File: src/design/b64d_pkg.sv
// ----------------------------------------------------------------------------
// b64d_pkg: shared types and constants for the base64 stream decoder
// Character classes, end status codes, queue sizing and the alphabet map.
// ----------------------------------------------------------------------------
package b64d_pkg;

  localparam logic [7:0] PAD_CHAR = 8'h3D;

  // Queue between the classifier and the decode stage
  localparam int QDEPTH = 2;
  localparam int QPTR_W = (QDEPTH > 1) ? $clog2(QDEPTH) : 1;
  localparam int QCNT_W = $clog2(QDEPTH + 1);

  typedef enum logic [1:0] {
    KIND_DATA,
    KIND_PAD,
    KIND_BAD
  } b64d_kind_t;

  typedef enum logic [1:0] {
    ST_OK,
    ST_BAD_CHAR,
    ST_BAD_LEN
  } b64d_status_t;

  // One classified character as it travels through the queue
  typedef struct packed {
    b64d_kind_t  kind;
    logic [5:0]  sextet;
    logic        last;
  } b64d_item_t;

  // Returns {invalid, sextet}
  function automatic logic [6:0] map_char(input logic [7:0] c, input logic url);
    logic [7:0] d;
    d = 8'd0;
    if (c >= 8'h41 && c <= 8'h5A) begin
      d = c - 8'h41;
      return {1'b0, d[5:0]};
    end
    if (c >= 8'h61 && c <= 8'h7A) begin
      d = c - 8'h61 + 8'd26;
      return {1'b0, d[5:0]};
    end
    if (c >= 8'h30 && c <= 8'h39) begin
      d = c - 8'h30 + 8'd52;
      return {1'b0, d[5:0]};
    end
    if (url) begin
      if (c == 8'h2D) return {1'b0, 6'd62};
      if (c == 8'h5F) return {1'b0, 6'd63};
    end else begin
      if (c == 8'h2B) return {1'b0, 6'd62};
      if (c == 8'h2F) return {1'b0, 6'd63};
    end
    return {1'b1, 6'd0};
  endfunction

endpackage

File: src/design/b64d_in_if.sv
// ----------------------------------------------------------------------------
// b64d_in_if: encoded character channel
// One character per transfer, with a flag on the final character.
// ----------------------------------------------------------------------------
interface b64d_in_if;
  logic       valid;
  logic       ready;
  logic [7:0] char_in;
  logic       last_char;

  modport source (output valid, output char_in, output last_char, input ready);
  modport sink   (input valid, input char_in, input last_char, output ready);
endinterface

File: src/design/b64d_out_if.sv
// ----------------------------------------------------------------------------
// b64d_out_if: decoded result channel
// A decoded byte, an end-of-string status, or both, per transfer.
// ----------------------------------------------------------------------------
interface b64d_out_if;
  logic       valid;
  logic       ready;
  logic [7:0] out_byte;
  logic       byte_valid;
  logic       end_of_string;
  logic [1:0] status;

  modport source (output valid, output out_byte, output byte_valid,
                  output end_of_string, output status, input ready);
  modport sink   (input valid, input out_byte, input byte_valid,
                  input end_of_string, input status, output ready);
endinterface

File: src/design/b64d_front.sv
// ----------------------------------------------------------------------------
// b64d_front: input classifier
// Holds the alphabet register, maps each character to a class and sextet.
// ----------------------------------------------------------------------------
module b64d_front (
  input  logic                clk,
  input  logic                rst_n,
  b64d_in_if.sink             in_ch,
  input  logic                cfg_we,
  input  logic                cfg_wdata,
  input  logic                q_full,
  output logic                q_push,
  output b64d_pkg::b64d_item_t q_item
);

  logic       url_r;
  logic       url_nxt;
  logic [6:0] mapped;

  always_comb begin
    url_nxt = url_r;
    if (cfg_we) begin
      url_nxt = cfg_wdata;
    end
  end

  always_ff @(posedge clk) begin
    if (!rst_n) begin
      url_r <= 1'b0;
    end else begin
      url_r <= url_nxt;
    end
  end

  assign in_ch.ready = !q_full;
  assign q_push      = in_ch.valid && !q_full;
  assign mapped      = b64d_pkg::map_char(in_ch.char_in, url_r);

  always_comb begin
    q_item.sextet = mapped[5:0];
    q_item.last   = in_ch.last_char;
    if (in_ch.char_in == b64d_pkg::PAD_CHAR) begin
      q_item.kind = b64d_pkg::KIND_PAD;
    end else if (mapped[6]) begin
      q_item.kind = b64d_pkg::KIND_BAD;
    end else begin
      q_item.kind = b64d_pkg::KIND_DATA;
    end
  end

endmodule

File: src/design/b64d_queue.sv
// ----------------------------------------------------------------------------
// b64d_queue: short FIFO of classified characters
// Decouples the classifier from the decode stage.
// ----------------------------------------------------------------------------
module b64d_queue (
  input  logic                 clk,
  input  logic                 rst_n,
  input  logic                 push,
  input  b64d_pkg::b64d_item_t push_item,
  output logic                 full,
  input  logic                 pop,
  output logic                 not_empty,
  output b64d_pkg::b64d_item_t head
);

  b64d_pkg::b64d_item_t                   mem_r [b64d_pkg::QDEPTH];
  logic [b64d_pkg::QPTR_W-1:0]            wr_ptr_r, wr_ptr_nxt;
  logic [b64d_pkg::QPTR_W-1:0]            rd_ptr_r, rd_ptr_nxt;
  logic [b64d_pkg::QCNT_W-1:0]            cnt_r, cnt_nxt;
  logic                                   do_push, do_pop;

  assign full      = (cnt_r == b64d_pkg::QCNT_W'(b64d_pkg::QDEPTH));
  assign not_empty = (cnt_r != '0);
  assign head      = mem_r[rd_ptr_r];
  assign do_push   = push && !full;
  assign do_pop    = pop && not_empty;

  always_comb begin
    wr_ptr_nxt = wr_ptr_r;
    rd_ptr_nxt = rd_ptr_r;
    cnt_nxt    = cnt_r;
    if (do_push) begin
      wr_ptr_nxt = (wr_ptr_r == b64d_pkg::QPTR_W'(b64d_pkg::QDEPTH - 1)) ? '0
                 : wr_ptr_r + 1'b1;
    end
    if (do_pop) begin
      rd_ptr_nxt = (rd_ptr_r == b64d_pkg::QPTR_W'(b64d_pkg::QDEPTH - 1)) ? '0
                 : rd_ptr_r + 1'b1;
    end
    if (do_push && !do_pop) begin
      cnt_nxt = cnt_r + 1'b1;
    end else if (do_pop && !do_push) begin
      cnt_nxt = cnt_r - 1'b1;
    end
  end

  always_ff @(posedge clk) begin
    if (!rst_n) begin
      wr_ptr_r <= '0;
      rd_ptr_r <= '0;
      cnt_r    <= '0;
    end else begin
      wr_ptr_r <= wr_ptr_nxt;
      rd_ptr_r <= rd_ptr_nxt;
      cnt_r    <= cnt_nxt;
    end
  end

  always_ff @(posedge clk) begin
    if (do_push) begin
      mem_r[wr_ptr_r] <= push_item;
    end
  end

`ifndef SYNTHESIS
  a_cnt_bound: assert property (@(posedge clk) disable iff (!rst_n)
    cnt_r <= b64d_pkg::QCNT_W'(b64d_pkg::QDEPTH))
    else $error("queue count above depth");

  a_cnt_track: assert property (@(posedge clk) disable iff (!rst_n)
    (do_push && !do_pop) |=> (cnt_r == $past(cnt_r) + 1'b1))
    else $error("queue count missed a push");
`endif

endmodule

File: src/design/b64d_back.sv
// ----------------------------------------------------------------------------
// b64d_back: decode stage
// Tracks group phase, padding and errors; registers one result per transfer.
// ----------------------------------------------------------------------------
module b64d_back (
  input  logic                 clk,
  input  logic                 rst_n,
  input  logic                 q_valid,
  input  b64d_pkg::b64d_item_t q_item,
  output logic                 q_pop,
  b64d_out_if.source           out_ch
);

  logic [5:0] prev_r, prev_nxt;
  logic [1:0] phase_r, phase_nxt;
  logic       pad_r, pad_nxt;
  logic       bad_r, bad_nxt;

  logic       out_valid_r, out_valid_nxt;
  logic [7:0] byte_r, byte_nxt;
  logic       bv_r, bv_nxt;
  logic       eos_r, eos_nxt;
  logic [1:0] status_r, status_nxt;

  logic       have_byte;
  logic [7:0] dec_byte;
  logic       take;

  // Pop whenever the output register is free or being drained this cycle
  assign take  = !out_valid_r || out_ch.ready;
  assign q_pop = q_valid && take;

  always_comb begin
    prev_nxt  = prev_r;
    phase_nxt = phase_r;
    pad_nxt   = pad_r;
    bad_nxt   = bad_r;
    have_byte = 1'b0;
    dec_byte  = 8'd0;
    if (q_pop && !pad_r && !bad_r) begin
      unique case (q_item.kind)
        b64d_pkg::KIND_PAD: pad_nxt = 1'b1;
        b64d_pkg::KIND_BAD: bad_nxt = 1'b1;
        b64d_pkg::KIND_DATA: begin
          unique case (phase_r)
            2'd1: begin
              dec_byte  = {prev_r, q_item.sextet[5:4]};
              have_byte = 1'b1;
            end
            2'd2: begin
              dec_byte  = {prev_r[3:0], q_item.sextet[5:2]};
              have_byte = 1'b1;
            end
            2'd3: begin
              dec_byte  = {prev_r[1:0], q_item.sextet};
              have_byte = 1'b1;
            end
            default: ;
          endcase
          prev_nxt  = q_item.sextet;
          phase_nxt = phase_r + 2'd1;
        end
        default: ;
      endcase
    end
  end

  always_comb begin
    out_valid_nxt = out_valid_r && !out_ch.ready;
    byte_nxt      = byte_r;
    bv_nxt        = bv_r;
    eos_nxt       = eos_r;
    status_nxt    = status_r;
    if (q_pop && (have_byte || q_item.last)) begin
      out_valid_nxt = 1'b1;
      byte_nxt      = dec_byte;
      bv_nxt        = have_byte;
      eos_nxt       = q_item.last;
      status_nxt    = b64d_pkg::ST_OK;
      if (q_item.last) begin
        if (bad_nxt) begin
          status_nxt = b64d_pkg::ST_BAD_CHAR;
        end else if (phase_nxt == 2'd1) begin
          status_nxt = b64d_pkg::ST_BAD_LEN;
        end
      end
    end
  end

  always_ff @(posedge clk) begin
    if (!rst_n) begin
      prev_r      <= '0;
      phase_r     <= '0;
      pad_r       <= 1'b0;
      bad_r       <= 1'b0;
      out_valid_r <= 1'b0;
    end else begin
      out_valid_r <= out_valid_nxt;
      if (q_pop && q_item.last) begin
        prev_r  <= '0;
        phase_r <= '0;
        pad_r   <= 1'b0;
        bad_r   <= 1'b0;
      end else begin
        prev_r  <= prev_nxt;
        phase_r <= phase_nxt;
        pad_r   <= pad_nxt;
        bad_r   <= bad_nxt;
      end
    end
  end

  always_ff @(posedge clk) begin
    byte_r   <= byte_nxt;
    bv_r     <= bv_nxt;
    eos_r    <= eos_nxt;
    status_r <= status_nxt;
  end

  assign out_ch.valid         = out_valid_r;
  assign out_ch.out_byte      = byte_r;
  assign out_ch.byte_valid    = bv_r;
  assign out_ch.end_of_string = eos_r;
  assign out_ch.status        = status_r;

`ifndef SYNTHESIS
  a_end_clears: assert property (@(posedge clk) disable iff (!rst_n)
    (q_pop && q_item.last) |=> (phase_r == 2'd0 && !pad_r && !bad_r && prev_r == 6'd0))
    else $error("string state not cleared after final character");

  a_status_on_end: assert property (@(posedge clk) disable iff (!rst_n)
    (out_valid_r && status_r != b64d_pkg::ST_OK) |-> eos_r)
    else $error("error status on a non-final result");

  a_bad_freezes: assert property (@(posedge clk) disable iff (!rst_n)
    (bad_r && !(q_pop && q_item.last)) |=> (bad_r && $stable(phase_r)))
    else $error("phase moved after invalid character");
`endif

endmodule

File: src/design/base64_stream_decoder.sv
// ----------------------------------------------------------------------------
// base64_stream_decoder: streaming base64 decoder, one character per transfer
//
// in_ch  : one encoded character per transfer, last_char on the final one.
// out_ch : a decoded byte (byte_valid) and/or, on the final character, the
//          end status: ok, invalid character, or bad length (orphan char).
//          Characters that complete no byte and are not final give nothing.
// cfg_we / cfg_wdata : alphabet select, 0 standard (+ /), 1 URL-safe (- _).
//          Write only while the decoder is idle.
// Path: the transfer edge writes the classifier queue, then the output
//          register is loaded from the queue head. Throughput is one
//          character per cycle while out_ch does not stall.
// A two-entry queue sits between classifier and decode stage; when out_ch
//          stalls the queue fills and in_ch.ready drops, with no loss.
// On a nonzero status, discard every byte already delivered for the string.
// Reset clears the queue, the string state and the alphabet (standard).
// ----------------------------------------------------------------------------
module base64_stream_decoder (
  input  logic        clk,
  input  logic        rst_n,
  b64d_in_if.sink     in_ch,
  b64d_out_if.source  out_ch,
  input  logic        cfg_we,
  input  logic        cfg_wdata
);

  b64d_pkg::b64d_item_t push_item;
  b64d_pkg::b64d_item_t head;
  logic                 push, full, pop, not_empty;

  b64d_front u_front (
    .clk       (clk),
    .rst_n     (rst_n),
    .in_ch     (in_ch),
    .cfg_we    (cfg_we),
    .cfg_wdata (cfg_wdata),
    .q_full    (full),
    .q_push    (push),
    .q_item    (push_item)
  );

  b64d_queue u_queue (
    .clk       (clk),
    .rst_n     (rst_n),
    .push      (push),
    .push_item (push_item),
    .full      (full),
    .pop       (pop),
    .not_empty (not_empty),
    .head      (head)
  );

  b64d_back u_back (
    .clk     (clk),
    .rst_n   (rst_n),
    .q_valid (not_empty),
    .q_item  (head),
    .q_pop   (pop),
    .out_ch  (out_ch)
  );

endmodule

File: src/flat_wrapper.sv
// flat-port wrapper written by rule: the top's interface ports become plain ports
module base64_stream_decoder_flat 
  (clk, rst_n, cfg_we, cfg_wdata, in_ch_valid, in_ch_char_in, in_ch_last_char, in_ch_ready, out_ch_valid, out_ch_out_byte, out_ch_byte_valid, out_ch_end_of_string, out_ch_status, out_ch_ready);
  b64d_in_if in_ch_i ();
  b64d_out_if out_ch_i ();
  input  logic clk;
  input  logic rst_n;
  input  logic cfg_we;
  input  logic cfg_wdata;
  input wire logic [$bits(in_ch_i.valid)-1:0] in_ch_valid;
  input wire logic [$bits(in_ch_i.char_in)-1:0] in_ch_char_in;
  input wire logic [$bits(in_ch_i.last_char)-1:0] in_ch_last_char;
  output wire logic [$bits(in_ch_i.ready)-1:0] in_ch_ready;
  output wire logic [$bits(out_ch_i.valid)-1:0] out_ch_valid;
  output wire logic [$bits(out_ch_i.out_byte)-1:0] out_ch_out_byte;
  output wire logic [$bits(out_ch_i.byte_valid)-1:0] out_ch_byte_valid;
  output wire logic [$bits(out_ch_i.end_of_string)-1:0] out_ch_end_of_string;
  output wire logic [$bits(out_ch_i.status)-1:0] out_ch_status;
  input wire logic [$bits(out_ch_i.ready)-1:0] out_ch_ready;
  assign in_ch_i.valid = in_ch_valid;
  assign in_ch_i.char_in = in_ch_char_in;
  assign in_ch_i.last_char = in_ch_last_char;
  assign in_ch_ready = in_ch_i.ready;
  assign out_ch_valid = out_ch_i.valid;
  assign out_ch_out_byte = out_ch_i.out_byte;
  assign out_ch_byte_valid = out_ch_i.byte_valid;
  assign out_ch_end_of_string = out_ch_i.end_of_string;
  assign out_ch_status = out_ch_i.status;
  assign out_ch_i.ready = out_ch_ready;
  base64_stream_decoder u_core (.clk(clk), .rst_n(rst_n), .in_ch(in_ch_i), .out_ch(out_ch_i), .cfg_we(cfg_we), .cfg_wdata(cfg_wdata));
endmodule
File: config.mk
export PLATFORM = sky130hd
export DESIGN_NAME = base64_stream_decoder_flat
export DESIGN_NICKNAME = d
export VERILOG_FILES = /design/src/design/b64d_pkg.sv /design/src/design/b64d_in_if.sv /design/src/design/b64d_out_if.sv /design/src/design/b64d_front.sv /design/src/design/b64d_queue.sv /design/src/design/b64d_back.sv /design/src/design/base64_stream_decoder.sv /design/src/flat_wrapper.sv
export SDC_FILE = /design/constraint.sdc
export NUM_CORES = 1
export LEC_CHECK = 0
export ABC_AREA = 0
export BUFFER_PORTS_ARGS = -buffer_cell sky130_fd_sc_hd__buf_2
export CAP_MARGIN = 20
export CORE_MARGIN = 2
export CORE_UTILIZATION = 25
export DETAILED_ROUTE_END_ITERATION = 6
export PLACE_DENSITY = 0.53
export SYNTH_ARGS = -nofsm -noshare
export SYNTH_HDL_FRONTEND = slang
export SYNTH_SLANG_ARGS = --single-unit
export TNS_END_PERCENT = 10
File: constraint.sdc
create_clock -name clk -period 6.3 [get_ports clk]
set_input_delay 1.26 -clock clk [delete_from_list [all_inputs] [get_ports clk]]
set_output_delay 1.26 -clock clk [all_outputs]
set_load 0.1 [all_outputs]
==> results_dict.tcl <==
set metrics [dict create \
    drt-pass1-iter-count 4 \
    core_um2 9730 \
    startpoint_type "primary input" \
    tritoncts.num_buffers 5 \
    fmax_mhz 336 \
    stdcell_count 384 \
    synth_top_family_by_area "simple AND/OR/NAND/NOR gates" \
    async_flop_share_pct 0 \
    fin_tns_setup_ps 0 \
    synth-simple-area-share_pct 14.7 \
    p_int_mw 0.679 \
    ys_ff_latch 47 \
    synth-xor-area-share_pct 4.21 \
    initial_utilization_pct 25.6 \
    min_to "u_core.u_back.prev_r[4]" \
    cts_num_sinks 47 \
    htreeDepth 2 \
    synth_top_area_cell "edfxtp_1" \
    crit_buf_inv 2 \
    worstPathCellList "buf_2, inv_1, ha_1, nor4bb_1, nor2_1, o22a_1, a221oi_1, a21oi_1" \
    die_x_um 104 \
    synth-compound-area-share_pct 12.9 \
    wl_um 4750 \
    cp_top_family "compound AO/OA/AOI/OAI gates" \
    worst-r2r-setup-slack_ps 3600 \
    grt_max_degree 15 \
    worst_slew_pin_slew_ps 910 \
    antenna_left 0 \
    slew_violations 0 \
    synth-seq-area-share_pct 49.8 \
    yosysMostFrequentCell "edfxtp_1" \
    maxSlewHeadroom_pct 38.9 \
    postSynthCellCount 224 \
    worstPathArrival_ps 3000 \
    routed-via-count 1736 \
    cts_buffer_depth 2 \
    reg2reg_to "u_core.u_back.out_ch.byte_valid" \
    ys_warn_count 0 \
    antenna_found_initial 0 \
    multi_input_area_um2 1150 \
    io_pins 29 \
    wl_per_cell_um 12.4 \
    tritoncts "yes" \
    gp_congestion 0.875 \
    nets 278 \
    postCtsHoldBufs 0 \
    synthMuxAreaShare_pct 7.78 \
    status "completed" \
    hp-start "u_core.u_back.prev_r[4]" \
    post_cts_resized 0 \
    max_stage_delay_ps 420 \
    hold_path.class "reg2reg" \
    dp_cells 376 \
    p_total_mw 1.15 \
    first_global_vias 1569 \
    ir_drop_mv 0.186 \
    area_growth_pct 15.5 \
    power.density_nw_per_um2 398 \
    crit_cells 8 \
    synth_area_leaders "edfxtp_1 36%, dfxtp_1 14%, ha_1 6.5%" \
    cts_root_buf "clkbuf_8" \
    worstSkewPairLatency_ps 290 \
    grt_pass1_wl_um 7760 \
    finalSetupViolCount 0 \
    cp.required_ps 6320 \
    syn-num-nets 252 \
    worstSetupEndpointType "flop" \
    die_area_um2 10800 \
    yosysTopAreaCellShare_pct 36.1 \
    final.setup_skew_ps 4.48 \
    maxCapViolCount 0 \
    hold_slack_ps 512 \
    crit_path_top_delay_cell "nor4bb_1" \
    fp.dieH_um 104 \
    grt_use_total_pct 8.85 \
    n_fill_cell 1036 \
    drt_iter0_markers 114 \
    via_per_inst 4.52 \
    clockPowerShare_pct 21.9 \
    drive_above_1_share_pct 19.5 \
    synth_edf_count 30 \
    path_class "in2reg" \
    dp_hpwl_um 3560 \
    sequentialPowerShare_pct 38.3 \
    clkTransAtPathRegs_ps 80 \
    period_needed_ps 2980 \
    synthTopCellsByCount "30 x edfxtp_1, 28 x nor2_1, 17 x dfxtp_1, 13 x ha_1, 11 x inv_1" \
    r2r.worst_path.cells 5 \
    cts_setup_buffers 0 \
    swShare_pct 40.8 \
    seqCellArea_um2 1240 \
    combPwrFrac_pct 39.7 \
    synth_adder_area_share_pct 6.52 \
    p_sw_mw 0.467 \
    rows 36 \
    syn-cell-area_um2 2490 \
    synth_flop_cell "edfxtp_1" \
    rsz0062_at_grt "no" \
    whs_path_depth 2 \
    globalRoute.totalOverflow 0 \
    fin_crit_sh_pct 47.2 \
    synthesis.area_per_instance_um2 11.1 \
    synth_cell_types 51 \
    io_buffers 28 \
    antenna_cells 0 \
    hold_violations 0 \
    drc 0 \
    p_leak_nw 1.12 \
    path_max_fanout 7 \
]
flip-flops by register name (all words and copies together) (netlist names), 2 cells and up, named ones only:
name,count
u_core.u_back.out_ch.out_byte,8
u_core.u_back.out_ch.status,2
u_core.u_back.phase_r,2
u_core.u_back.prev_r,6
u_core.u_queue.cnt_r,2
u_core.u_queue.mem_r,18
area by class of cell:
type	instances	share of cell area, %
flip-flops and latches	47	43.1
repair buffers	28	4.87
inverters	13	1.69
clock buffers	6	2.52
well taps	133	5.78
multi-input cells	155	40.0
clock inverters	2	2.09
cells by family (layout without fill, tap and decap cells):
family          after synthesis  count (layout)
buf+inv                      22              49
mux                          18              18
flops                        47              47
fa+ha+maj                    13              13
compound gates               42              42
xor+xnor                     12              12
simple gates                 70              70
worst min-delay path, cell delays in order (launching register included):
cell and delay [ps]:
dfxtp_1 340, mux2i_1 70, nor2_1 70
worst max path at each step:
stage                           startpoint                                  to
after CTS                     out_ch_ready  u_core.u_back.out_ch.end_of_string
final                     in_ch_char_in[0]          u_core.u_queue.mem_r[1][4]
after global routing          out_ch_ready    u_core.u_back.out_ch.out_byte[0]
after global placement        out_ch_ready    u_core.u_back.out_ch.out_byte[5]
after detailed placement      out_ch_ready    u_core.u_back.out_ch.out_byte[3]
after floorplan           in_ch_char_in[3]          u_core.u_queue.mem_r[0][3]
routing by layer:
layer  vias to the layer above  track usage [%]  wire, µm
li1                        877                -         -
met4                         0             2.03        30
met1                       812             12.4      2300
met2                        43             13.7      2210
met5                         -                0         0
met3                         4             2.38       205
stage by stage:
| stage | utilization [%] | instance area (µm²) | worst slack [ps] |
|---|---|---|---|
| 2_1_floorplan | - | 2490 | 3410 |
| 3_3_place_gp | 28.2 | 2750 | 3040 |
| 3_5_place_dp | 28.2 | 2750 | 3000 |
| 4_1_cts | 29.6 | 2880 | 3320 |
| 5_1_grt | 29.6 | 2880 | 3160 |
| 6_report | 29.6 | 2880 | 3320 |
power by group through the flow:
stage | clock network (mW) | logic (mW) | registers, mW
finish | 0.252 | 0.455 | 0.439
global route | 0.271 | 0.485 | 0.447
CTS | 0.260 | 0.460 | 0.440
detailed placement | 0 | 0.457 | 0.448
global placement | 0 | 0.457 | 0.445
floorplan | 0 | 0.213 | 0.622
placed cells by master (no fill, tap or decap), types with 3 or more instances in the layout:
master	synthesis	routed
a21o_1	3	3
a21oi_1	5	5
a222oi_1	8	8
a2bb2oi_1	3	3
and2_1	4	4
buf_2	3	28
clkbuf_8	0	5
dfxtp_1	17	17
edfxtp_1	30	30
ha_1	13	13
inv_1	11	11
mux2_2	7	7
mux2i_1	10	10
nand2_1	6	6
nand2b_1	3	3
nand3_1	7	7
nor2_1	28	28
nor2b_1	3	3
nor3_1	3	3
o21ai_0	4	4
o21ai_1	4	4
xnor2_1	10	10
(Power assumes the default switching activity.)
